## config.mk

```make
export PLATFORM = sky130hd
export DESIGN_NAME = sorted_wakeup_timer_queue_flat
export DESIGN_NICKNAME = d
export VERILOG_FILES = /design/src/rtl/core/swtq_pkg.sv /design/src/rtl/core/swtq_if.sv /design/src/rtl/core/swtq_cell.sv /design/src/rtl/core/sorted_wakeup_timer_queue.sv /design/src/flat_wrapper.sv
export SDC_FILE = /design/constraint.sdc
export NUM_CORES = 2
export LEC_CHECK = 0
export BUFFER_PORTS_ARGS = -buffer_cell sky130_fd_sc_hd__buf_2
export CORE_MARGIN = 4
export CORE_UTILIZATION = 30
export CTS_CLUSTER_DIAMETER = 30
export CTS_CLUSTER_SIZE = 24
export DETAILED_ROUTE_END_ITERATION = 8
export HOLD_SLACK_MARGIN = 0.05
export SLEW_MARGIN = 20
export SYNTH_ARGS = -nofsm -noshare
export SYNTH_HDL_FRONTEND = slang
export SYNTH_SLANG_ARGS = --single-unit
```

## constraint.sdc

```tcl
create_clock -name clk -period 16.8 [get_ports clk]
set_input_delay 1.68 -clock clk [delete_from_list [all_inputs] [get_ports clk]]
set_output_delay 1.68 -clock clk [all_outputs]
set_load 0.05 [all_outputs]
```

## src/rtl/core/swtq_pkg.sv

```systemverilog
`default_nettype none
// ============================================================================
// swtq_pkg: shared types and constants of the sorted wakeup timer queue
// Entry and cell-control types, result codes and the controller states.
// ============================================================================
package swtq_pkg;

  localparam int QUEUE_DEPTH_DEF = 16;

  localparam int TIME_W = 64;
  localparam int ID_W   = 8;
  localparam int DUR_W  = 32;
  localparam int KIND_W = 2;
  localparam int NOW_W  = 63;

  // request codes
  localparam logic REQ_SLEEP = 1'b0;
  localparam logic REQ_TICK  = 1'b1;

  // result codes
  localparam logic [KIND_W-1:0] KIND_QUEUED   = 2'd0;
  localparam logic [KIND_W-1:0] KIND_REJECTED = 2'd1;
  localparam logic [KIND_W-1:0] KIND_WOKEN    = 2'd2;

  typedef struct packed {
    logic              valid;
    logic [TIME_W-1:0] wake;
    logic [ID_W-1:0]   id;
  } entry_t;

  typedef enum logic [1:0] {
    CELL_HOLD,
    CELL_INSERT,
    CELL_POP
  } cell_op_t;

  // broadcast to every cell of the chain
  typedef struct packed {
    cell_op_t          op;
    logic [TIME_W-1:0] key;
    logic [ID_W-1:0]   new_id;
  } cell_ctrl_t;

  typedef enum logic {
    ST_IDLE,
    ST_WAKE
  } state_t;

endpackage
`default_nettype wire

```

## src/rtl/core/swtq_if.sv

```systemverilog
`default_nettype none
// ============================================================================
// swtq_if: request and result channels of the sorted wakeup timer queue
// Valid/ready channels; a beat moves at a clock edge with valid and ready high.
// ============================================================================
interface swtq_req_if;
  logic                       valid;
  logic                       ready;
  logic                       req_type;
  logic [swtq_pkg::ID_W-1:0]  thread_id;
  logic [swtq_pkg::DUR_W-1:0] sleep_ticks;

  modport source (output valid, req_type, thread_id, sleep_ticks, input ready);
  modport sink   (input valid, req_type, thread_id, sleep_ticks, output ready);
endinterface

interface swtq_res_if;
  logic                        valid;
  logic                        ready;
  logic [swtq_pkg::KIND_W-1:0] result_kind;
  logic [swtq_pkg::ID_W-1:0]   woken_id;
  logic [swtq_pkg::NOW_W-1:0]  tick_now;
  logic                        last_result;

  modport source (output valid, result_kind, woken_id, tick_now, last_result,
                  input ready);
  modport sink   (input valid, result_kind, woken_id, tick_now, last_result,
                  output ready);
endinterface
`default_nettype wire

```

## src/rtl/core/swtq_cell.sv

```systemverilog
`default_nettype none
// ============================================================================
// swtq_cell: one slot of the sorted sleeper chain
// Holds one entry, compares it with the broadcast key and shifts with its
// neighbors on insert (toward the tail) and pop (toward the head).
// ============================================================================
module swtq_cell (
  input  wire                       clk,
  input  wire                       rst,
  input  wire swtq_pkg::cell_ctrl_t ctrl,
  input  wire swtq_pkg::entry_t     prev_ent,
  input  wire                       prev_le,
  input  wire swtq_pkg::entry_t     next_ent,
  output swtq_pkg::entry_t          ent,
  output logic                      le
);

  logic                        valid;
  logic [swtq_pkg::TIME_W-1:0] wake;
  logic [swtq_pkg::ID_W-1:0]   id;

  assign ent = '{valid: valid, wake: wake, id: id};
  // entry sorts at or before the key
  assign le  = valid && (wake <= ctrl.key);

  always_ff @(posedge clk) begin
    if (rst) begin
      valid <= 1'b0;
    end else begin
      unique case (ctrl.op)
        swtq_pkg::CELL_INSERT: begin
          if (!le) begin
            valid <= prev_le ? 1'b1 : prev_ent.valid;
          end
        end
        swtq_pkg::CELL_POP: valid <= next_ent.valid;
        default: ;
      endcase
    end
  end

  always_ff @(posedge clk) begin
    unique case (ctrl.op)
      swtq_pkg::CELL_INSERT: begin
        if (!le) begin
          if (prev_le) begin
            wake <= ctrl.key;
            id   <= ctrl.new_id;
          end else begin
            wake <= prev_ent.wake;
            id   <= prev_ent.id;
          end
        end
      end
      swtq_pkg::CELL_POP: begin
        wake <= next_ent.wake;
        id   <= next_ent.id;
      end
      default: ;
    endcase
  end

endmodule
`default_nettype wire

```

## src/rtl/core/sorted_wakeup_timer_queue.sv

```systemverilog
`default_nettype none
// ============================================================================
// sorted_wakeup_timer_queue: tick counter with a wake-time sorted sleeper queue
// Chain of QUEUE_DEPTH cells kept sorted by wake time, plus a small controller.
// ============================================================================
// A sleep request broadcasts its saturated wake time (count + duration)
// to every cell; each cell compares it with its own entry, and the chain
// opens a gap behind all entries due at or before it, so equal wake times
// keep arrival order. The request is answered by one beat, queued or
// rejected when the last cell is occupied. A tick first bumps the 64-bit
// count and enters the wake state, also when none is due, which pops one
// woken sleeper per beat: the head cell is compared against the count and
// the chain shifts toward the head by one entry per wake beat; the cell behind
// the head tells whether the beat is the last one. Ticks that wake nobody give no beat.
// The result register decouples the sides: a new request is taken while a
// finished beat still waits, as long as that beat leaves in the same cycle.
// A full wake burst stalls with the result channel. No clearing pass is needed
// after reset; only the cells' valid flags are reset.
// ============================================================================
module sorted_wakeup_timer_queue #(
  parameter int QUEUE_DEPTH = swtq_pkg::QUEUE_DEPTH_DEF
) (
  input  wire        clk,
  input  wire        rst,
  swtq_req_if.sink   req,
  swtq_res_if.source res
);

  localparam int TW = swtq_pkg::TIME_W;

  swtq_pkg::state_t     state, state_next;
  logic [TW-1:0]        count, count_next;
  swtq_pkg::cell_ctrl_t ctrl;
  swtq_pkg::entry_t     ent [QUEUE_DEPTH];
  logic                 le  [QUEUE_DEPTH];

  // result register
  logic                          out_valid;
  logic [swtq_pkg::KIND_W-1:0]   out_kind;
  logic [swtq_pkg::ID_W-1:0]     out_id;
  logic [swtq_pkg::NOW_W-1:0]    out_now;
  logic                          out_last;

  logic                          out_free;
  logic                          out_load;
  logic [swtq_pkg::KIND_W-1:0]   load_kind;
  logic [swtq_pkg::ID_W-1:0]     load_id;
  logic                          load_last;
  logic                          full;
  logic [TW:0]                   wake_sum;
  logic [TW-1:0]                 new_wake;

  assign out_free = !out_valid || res.ready;
  assign full     = ent[QUEUE_DEPTH-1].valid;

  // saturate the wake time at the top of the 64-bit range
  assign wake_sum = {1'b0, count} + (TW+1)'(req.sleep_ticks);
  assign new_wake = wake_sum[TW] ? '1 : wake_sum[TW-1:0];

  // ---------------------------------------------------------------------------
  // sleeper chain
  // ---------------------------------------------------------------------------
  for (genvar i = 0; i < QUEUE_DEPTH; i++) begin : g_cell
    swtq_pkg::entry_t prev_ent, next_ent;
    logic             prev_le;

    if (i == 0) begin : g_head
      // head takes the new entry unless its own entry sorts first
      assign prev_ent = '0;
      assign prev_le  = 1'b1;
    end else begin : g_body
      assign prev_ent = ent[i-1];
      assign prev_le  = le[i-1];
    end

    if (i == QUEUE_DEPTH-1) begin : g_tail
      assign next_ent = '0;
    end else begin : g_inner
      assign next_ent = ent[i+1];
    end

    swtq_cell u_cell (
      .clk      (clk),
      .rst      (rst),
      .ctrl     (ctrl),
      .prev_ent (prev_ent),
      .prev_le  (prev_le),
      .next_ent (next_ent),
      .ent      (ent[i]),
      .le       (le[i])
    );
  end

  // ---------------------------------------------------------------------------
  // controller
  // ---------------------------------------------------------------------------
  always_ff @(posedge clk) begin
    if (rst) begin
      state <= swtq_pkg::ST_IDLE;
      count <= '0;
    end else begin
      state <= state_next;
      count <= count_next;
    end
  end

  always_comb begin
    state_next  = state;
    count_next  = count;
    req.ready   = 1'b0;
    out_load    = 1'b0;
    load_kind   = swtq_pkg::KIND_QUEUED;
    load_id     = req.thread_id;
    load_last   = 1'b1;
    ctrl.op     = swtq_pkg::CELL_HOLD;
    ctrl.key    = count;
    ctrl.new_id = req.thread_id;

    unique case (state)
      swtq_pkg::ST_IDLE: begin
        req.ready = out_free;
        ctrl.key  = new_wake;
        if (req.valid && out_free) begin
          if (req.req_type == swtq_pkg::REQ_TICK) begin
            // advance the count; the wake scan runs against the new value
            count_next = count + TW'(1);
            state_next = swtq_pkg::ST_WAKE;
          end else begin
            out_load  = 1'b1;
            load_kind = full ? swtq_pkg::KIND_REJECTED : swtq_pkg::KIND_QUEUED;
            ctrl.op   = full ? swtq_pkg::CELL_HOLD : swtq_pkg::CELL_INSERT;
          end
        end
      end
      swtq_pkg::ST_WAKE: begin
        if (le[0]) begin
          if (out_free) begin
            out_load  = 1'b1;
            load_kind = swtq_pkg::KIND_WOKEN;
            load_id   = ent[0].id;
            load_last = !le[1];
            ctrl.op   = swtq_pkg::CELL_POP;
            if (!le[1]) begin
              state_next = swtq_pkg::ST_IDLE;
            end
          end
        end else begin
          // nothing due on this tick: drop back without a beat
          state_next = swtq_pkg::ST_IDLE;
        end
      end
      default: state_next = swtq_pkg::ST_IDLE;
    endcase
  end

  always_ff @(posedge clk) begin
    if (rst) begin
      out_valid <= 1'b0;
    end else if (out_load) begin
      out_valid <= 1'b1;
    end else if (res.ready) begin
      out_valid <= 1'b0;
    end
  end

  always_ff @(posedge clk) begin
    if (out_load) begin
      out_kind <= load_kind;
      out_id   <= load_id;
      out_now  <= count[swtq_pkg::NOW_W-1:0];
      out_last <= load_last;
    end
  end

  assign res.valid       = out_valid;
  assign res.result_kind = out_kind;
  assign res.woken_id    = out_id;
  assign res.tick_now    = out_now;
  assign res.last_result = out_last;

  // ---------------------------------------------------------------------------
  // assertions
  // ---------------------------------------------------------------------------
  a_no_req_in_wake: assert property (@(posedge clk) disable iff (rst)
    state == swtq_pkg::ST_WAKE |-> !req.ready)
    else $error("request taken during a wake burst");

  a_head_sorted: assert property (@(posedge clk) disable iff (rst)
    ent[0].valid && ent[1].valid |-> ent[0].wake <= ent[1].wake)
    else $error("sleeper chain out of order at the head");

  a_packed: assert property (@(posedge clk) disable iff (rst)
    ent[1].valid |-> ent[0].valid)
    else $error("hole at the head of the sleeper chain");

  a_wake_pop: assert property (@(posedge clk) disable iff (rst)
    ctrl.op == swtq_pkg::CELL_POP |-> state == swtq_pkg::ST_WAKE && le[0])
    else $error("pop without a due head entry");

endmodule
`default_nettype wire
```

## src/flat_wrapper.sv

```systemverilog
// flat-port wrapper written by rule: the top's interface ports become plain ports
module sorted_wakeup_timer_queue_flat 
#(
  parameter int QUEUE_DEPTH = swtq_pkg::QUEUE_DEPTH_DEF
)
  (clk, rst, req_valid, req_req_type, req_thread_id, req_sleep_ticks, req_ready, res_valid, res_result_kind, res_woken_id, res_tick_now, res_last_result, res_ready);
  swtq_req_if req_i ();
  swtq_res_if res_i ();
  input  wire clk;
  input  wire rst;
  input wire logic [$bits(req_i.valid)-1:0] req_valid;
  input wire logic [$bits(req_i.req_type)-1:0] req_req_type;
  input wire logic [$bits(req_i.thread_id)-1:0] req_thread_id;
  input wire logic [$bits(req_i.sleep_ticks)-1:0] req_sleep_ticks;
  output wire logic [$bits(req_i.ready)-1:0] req_ready;
  output wire logic [$bits(res_i.valid)-1:0] res_valid;
  output wire logic [$bits(res_i.result_kind)-1:0] res_result_kind;
  output wire logic [$bits(res_i.woken_id)-1:0] res_woken_id;
  output wire logic [$bits(res_i.tick_now)-1:0] res_tick_now;
  output wire logic [$bits(res_i.last_result)-1:0] res_last_result;
  input wire logic [$bits(res_i.ready)-1:0] res_ready;
  assign req_i.valid = req_valid;
  assign req_i.req_type = req_req_type;
  assign req_i.thread_id = req_thread_id;
  assign req_i.sleep_ticks = req_sleep_ticks;
  assign req_ready = req_i.ready;
  assign res_valid = res_i.valid;
  assign res_result_kind = res_i.result_kind;
  assign res_woken_id = res_i.woken_id;
  assign res_tick_now = res_i.tick_now;
  assign res_last_result = res_i.last_result;
  assign res_i.ready = res_ready;
  sorted_wakeup_timer_queue #(.QUEUE_DEPTH(QUEUE_DEPTH)) u_core (.clk(clk), .rst(rst), .req(req_i), .res(res_i));
endmodule
```

Word level (Yosys, flattened, before mapping)

Cells that the tools add are included.

Output and inout bits: 76
Input port bits: 45
Register bits after elaboration: 1,308

Reductions and logical operators: 40
Add/sub/neg operators: 2
Muxes and demuxes: 170
Magnitude comparators: 16
Equal/unequal tests: 18
Bitwise logic cells: 1

Operators with widths:

| operator                                            | count |
|---|---|
| 2-to-1 mux 64 bit                                   | 33 |
| one-hot mux 64 bit (2 select lines)                 | 16 |
| less-or-equal comparator 64 bit                     | 16 |
| 2-to-1 mux 8 bit                                    | 34 |
| one-hot mux 8 bit (2 select lines)                  | 16 |
| adder 64 x 32 -> 65 bit                             | 1 |
| adder 64 x 1 -> 64 bit, second input constant       | 1 |
| 2-to-1 mux 1 bit                                    | 45 |
| one-hot mux 1 bit (2 select lines)                  | 18 |
| inequality test 2 bit, second input constant        | 16 |
| AND reduction 2 bit                                 | 16 |
| logical AND 1 bit                                   | 17 |
| 2-to-1 mux 2 bit                                    | 6 |
| one-hot mux 2 bit (2 select lines)                  | 2 |
| AND reduction 3 bit                                 | 2 |
| nonzero test 2 bit                                  | 2 |
| equality test 2 x 1 -> 1 bit, second input constant | 1 |
| equality test 2 bit, second input constant          | 1 |
| zero test 1 bit                                     | 2 |
| logical OR 1 bit                                    | 1 |
| NOT 1 bit                                           | 1 |

Longest topological paths before layout

Word-level depth: 10
Mapped depth: 32
Mapped depth without buffers: 26

By module

A second synthesis with hierarchy kept.

Cell total of the unflattened synthesis: 9,839
Area, all modules: 93,454.6 µm²

Modules (own cells, without submodules):

| module                    | area each (µm²) | instances | cells an instance |
|---|---|---|---|
| swtq_cell                 | 5,320.1         | 16        | 556 |
| sorted_wakeup_timer_queue | 8,333.0         | 1         | 943 |

Least setup slack after synthesis

No wires, ideal clock.

Path kind: input-to-reg
From: input port req_sleep_ticks[20]
To: register u_core.g_cell[13].u_cell.id[0] (netlist bit) (enable)
Data required time: 16.198 ns
Cell stages on the path: 27
Setup slack: 3.535 ns
Arrival time: 12.662 ns
Cell sequence: ha_1 clkbuf_1 nand3_1 or4_1 a2111oi_0 o21ai_0 and2_1 clkbuf_1 nor3_1 nor2_1 a31oi_1 buf_2 inv_1 ha_1 nand4_1 nor4_1 nand4_1 nor4_1 a21oi_1 o211a_1 nand4_1 a31oi_1 or3_1 clkbuf_1 buf_4 buf_1 o21ai_0

Word-level cells in the longest chain between the ends: 10

RTL lines:

| element                                                                      | RTL line                         | RTL |
|---|---|---|
| start, declared                                                              | flat_wrapper.sv:14               | `input wire logic [$bits(req_i.sleep_ticks)-1:0] req_sleep_ticks;` |
| adder 64 x 32 -> 65 bit *                                                    | sorted_wakeup_timer_queue.sv:57  | `assign wake_sum = {1'b0, count} + (TW+1)'(req.sleep_ticks);` |
| 2-to-1 mux 64 bit *                                                          | sorted_wakeup_timer_queue.sv:58  | `assign new_wake = wake_sum[TW] ? '1 : wake_sum[TW-1:0];` |
| 2-to-1 mux 64 bit *                                                          | sorted_wakeup_timer_queue.sv:119 | `unique case (state)` |
| less-or-equal comparator 64 bit                                              | swtq_cell.sv:24                  | `assign le = valid && (wake <= ctrl.key);` |
| logical AND 1 bit                                                            | swtq_cell.sv:24                  |  |
| 2-to-1 mux 2 bit                                                             | sorted_wakeup_timer_queue.sv:136 | `if (le[0]) begin` |
| one-hot mux 2 bit (2 select lines)                                           | sorted_wakeup_timer_queue.sv:119 |  |
| equality test 2 x 1 -> 1 bit or equality test 2 bit (tied branches)          | swtq_cell.sv:43                  | `unique case (ctrl.op)` |
| inequality test 2 bit (no source line) or nonzero test 2 bit (tied branches) | n/a                              |  |
| AND reduction 2 bit (no source line) *                                       | n/a                              |  |
| end signal, assigned                                                         | swtq_cell.sv:48                  | `id <= ctrl.new_id;` |
| end signal, assigned                                                         | swtq_cell.sv:51                  | `id <= prev_ent.id;` |
| end signal, assigned                                                         | swtq_cell.sv:57                  | `id <= next_ent.id;` |
| end, declared                                                                | swtq_cell.sv:20                  | `logic [swtq_pkg::ID_W-1:0] id;` |

Mark *: on every way between the ends. The rest lies on a longest branch, timed or not.
A chain may end at the register's enable or synchronous reset.

Worst setup path after layout

From: input port req_sleep_ticks[19]
To: register u_core.g_cell[13].u_cell.wake[16] (netlist bit) (enable)

Word-level cells in the longest chain between the ends: 10

RTL lines:

| element                                                                      | RTL line                         | RTL |
|---|---|---|
| adder 64 x 32 -> 65 bit *                                                    | sorted_wakeup_timer_queue.sv:57  |  |
| 2-to-1 mux 64 bit *                                                          | sorted_wakeup_timer_queue.sv:58  |  |
| 2-to-1 mux 64 bit *                                                          | sorted_wakeup_timer_queue.sv:119 |  |
| less-or-equal comparator 64 bit                                              | swtq_cell.sv:24                  |  |
| logical AND 1 bit                                                            | swtq_cell.sv:24                  |  |
| 2-to-1 mux 2 bit                                                             | sorted_wakeup_timer_queue.sv:136 |  |
| one-hot mux 2 bit (2 select lines)                                           | sorted_wakeup_timer_queue.sv:119 |  |
| equality test 2 x 1 -> 1 bit or equality test 2 bit (tied branches)          | swtq_cell.sv:43                  |  |
| inequality test 2 bit (no source line) or nonzero test 2 bit (tied branches) | n/a                              |  |
| AND reduction 2 bit (no source line) *                                       | n/a                              |  |
| end signal, assigned                                                         | swtq_cell.sv:47                  | `wake <= ctrl.key;` |
| end signal, assigned                                                         | swtq_cell.sv:50                  | `wake <= prev_ent.wake;` |
| end signal, assigned                                                         | swtq_cell.sv:56                  | `wake <= next_ent.wake;` |
| end, declared                                                                | swtq_cell.sv:19                  | `logic [swtq_pkg::TIME_W-1:0] wake;` |

Marked as above.

==> results.json <==
{
  "arrival_ns": 12.83,
  "clkTransAtPathRegs_ns": 0.04,
  "grt_max_degree": 283,
  "synthTopCellsByCount": "1226 x edfxtp_1, 1031 x mux2i_1, 1021 x nand2_1",
  "synth_nets": 9678,
  "drive_gt1_share_pct": 10.6,
  "end_kind": "flop",
  "hold_depth": 2,
  "synth_top_area_cell": "edfxtp_1",
  "routed_wl_microns": 327000,
  "synthCells": 8654,
  "crit_fanout": 42,
  "die_w_microns": 548,
  "cts_tree": "yes",
  "numCtsBuffers": 352,
  "critPathKind": "in2reg",
  "antenna_found_initial": 15,
  "die-area_sq_um": 301000,
  "syn_area_sq_um": 87600,
  "ir_worst_vdd_mv": 0.115,
  "tns_ns": 0,
  "reg2reg_depth": 25,
  "synth_most_common_cell": "edfxtp_1",
  "reg2reg_slack_ns": 4.91,
  "critPathRequiredTime_ns": 17.31,
  "finalSetupViolCount": 0,
  "clock-sinks": 1308,
  "use_met2_pct": 32.9,
  "worstHoldPathType": "reg2reg",
  "synth.top_cell.area_share_pct": 42.0,
  "core_area_sq_um": 291000,
  "fillerInstances": 28800,
  "wire_per_inst_microns": 25.2,
  "h-tree-depth": 5,
  "grt_pass1_wl_microns": 477000,
  "cts_root_buf": "clkbuf_16",
  "fmax_mhz": 81.2,
  "reg2reg_from": "u_core.count[19]",
  "finalNetCount": 9836,
  "io_pins": 121,
  "yosysWarnings": 0,
  "synth_flop_cell": "edfxtp_1",
  "hold_buffers": 0,
  "cap_violations": 0,
  "ant_nets": 0,
  "synth-seq-cells": 1308,
  "vias": 73600,
  "globalRouteMet1Util_pct": 27.1,
  "min_to": "u_core.g_cell[14].u_cell.wake[46]",
  "place.port_buffers": 120,
  "grtUsageMet3_pct": 4.48,
  "synth_cell_types": 91,
  "critPathLaunchType": "input port",
  "worstMarginPinSlew_ns": 1.30,
  "yosys-top-cells-area": "edfxtp_1 42%, ha_1 14%, mux2i_1 12%",
  "grt-ovfl-total": 0,
  "leakage_uw": 0.0414,
  "drc": 0,
  "grtUsageTotal_pct": 20.8,
  "top_usage_layer": "met2",
  "slew_viol_final": 0,
  "worstSkewPairLatency_ns": 0.96,
  "rsz0062_at_grt": "false",
  "fin_crit_sh_pct": 73.3,
  "first_pass_iters": 6,
  "viasPerCell": 5.66,
  "r2r_end": "u_core.g_cell[13].u_cell.wake[16]",
  "rows": 198,
  "cts_buffer_depth": 4,
  "dp_slack_ns": 3.88,
  "gp_congestion": 0.949,
  "synth_edf_count": 1226,
  "status": "complete, no violations",
  "finalHoldViolations": 0,
  "drt_iter0_drc": 8588,
  "relSlewSlack_pct": 12.2,
  "async_reset_ff_share_pct": 0,
  "cts_resized": 0,
  "syn_avg_cell_area_sq_um": 10.1,
  "syn2layout_area_growth_pct": 19.6,
  "die_h_microns": 548,
  "yosysSeqAreaShare_pct": 43.9,
  "start_util_pct": 30.1,
  "hold_slack_ns": 0.484,
  "dp_hpwl_microns": 225000,
  "worst_clock_skew_ns": 0.0741,
  "power_density_nw_per_um2": 115,
  "grt_pass1_vias": 71700,
  "period_needed_ns": 12.31,
  "min_from": "u_core.g_cell[15].u_cell.wake[46]",
  "postLayoutSetupSlackWorst_ns": 4.49,
  "post_cts_buffers": 0
}
## metal layers
layer | routed length [microns] | vias to the layer above
met1 | 133000 | 35900
li1 | - | 32900
met3 | 31400 | 829
met5 | 27 | -
met2 | 146000 | 3973
met4 | 16500 | 4
## state kept, by name, summed over array words and instances, names as in the netlist
register,cells
u_core.g_cell.u_cell.wake,1024
u_core.g_cell.u_cell.id,128
u_core.count,64
u_core.res.tick_now,63
u_core.g_cell.u_cell.valid,16
u_core.res.woken_id,8
u_core.res.result_kind,2
u_core.res.last_result,1
u_core.res.valid,1
u_core.state,1
## power by group
part / total, uW / switching, uW / internal [uW]
Sequential: 3960 / 158 / 3800
Clock: 6860 / 2100 / 4760
Combinational: 1230 / 806 / 427
## critical path: stages
cell and delay (ns):
buf_2 0.12, ha_1 0.41, nand3_1 0.15, or4_1 0.58, a2111oi_0 0.37, buf_4 0.19
o21ai_0 0.14, and2_1 0.22, buf_4 0.20, or4_1 0.50, xor2_1 0.56, nand2_1 0.63
inv_1 0.89, ha_1 0.28, nand4_1 0.16, nor4_1 0.86, nand4_1 0.90, nor4_2 0.91
a21oi_1 0.16, o211a_1 0.14, nand4_1 0.12, a31oi_1 0.06, or3_4 0.62, o21ai_4 0.19
buf_4 0.69, buf_4 0.84
## stage by stage
| step | instances | cell area (sq um) | util [%] | power [uW] |
|---|---|---|---|---|
| detailed placement | 12400 | 92900 | 31.9 | 5210 |
| global route | 13000 | 105000 | 36.0 | 12400 |
| floorplan | 8654 | 87600 | - | 4730 |
| global placement | 12400 | 92800 | 31.9 | 5170 |
| finish | 13000 | 105000 | 36.0 | 12100 |
| CTS | 13000 | 105000 | 36.0 | 12100 |
## cell type report
cell class / instances / area, sq um / share of cell area (%)
multi-input combinational: 6710 / 46900 / 44.8
clock inverter: 221 / 2710 / 2.58
tap: 3900 / 4880 / 4.66
clock buffer: 401 / 9170 / 8.75
inverter: 131 / 520 / 0.497
antenna: 5 / 12.5 / 0.0119
sequential: 1308 / 38500 / 36.7
timing repair buffer: 309 / 2130 / 2.04
## placed cells by master, fill, tap and decap left out, drive strengths merged, types with 10 or more instances in the layout
master	count
clkbuf	401
a211o	25
nor4	37
buf	309
and2	12
nand2	1022
ha	978
or3	33
o21a	29
a31o	11
nand2b	20
a31oi	24
o31ai	13
bufinv	59
o211ai	38
nand3	94
a2111oi	25
xor2	40
a211oi	59
a21o	143
nor2b	31
a41oi	10
a221oi	17
nor2	707
xnor2	56
a21oi	730
edfxtp	1226
inv	139
mux2i	1031
clkinv	121
and3	34
o21ai	970
clkinvlp	33
and4	32
nand4	198
nor3	173
dfxtp	82
or2	16
or4	11
## logic make-up (layout without fill, tap and decap cells)
logic type	Yosys count	in the layout	synth area share [%]
simple gates	2439	2439	12.3
compound gates	2163	2163	13.9
flops	1308	1308	43.9
mux	1033	1033	11.8
fa+ha+maj	979	979	14.0
buf+inv	636	1062	3.19
xor+xnor	96	96	0.959
other cells	0	5	0
## worst max path at each step
stage,slack (ns),from,cells past startpoint,to
floorplan,3.54,req_sleep_ticks[20],27,u_core.g_cell[13].u_cell.id[0]
global placement,3.54,req_sleep_ticks[20],26,u_core.g_cell[13].u_cell.wake[15]
detailed placement,3.88,req_sleep_ticks[19],26,u_core.g_cell[13].u_cell.wake[15]
CTS,4.83,req_sleep_ticks[19],26,u_core.g_cell[13].u_cell.wake[16]
global route,4.33,req_sleep_ticks[19],26,u_core.g_cell[13].u_cell.wake[16]
finish,4.49,req_sleep_ticks[19],26,u_core.g_cell[13].u_cell.wake[16]
(Power assumes the default switching activity.)
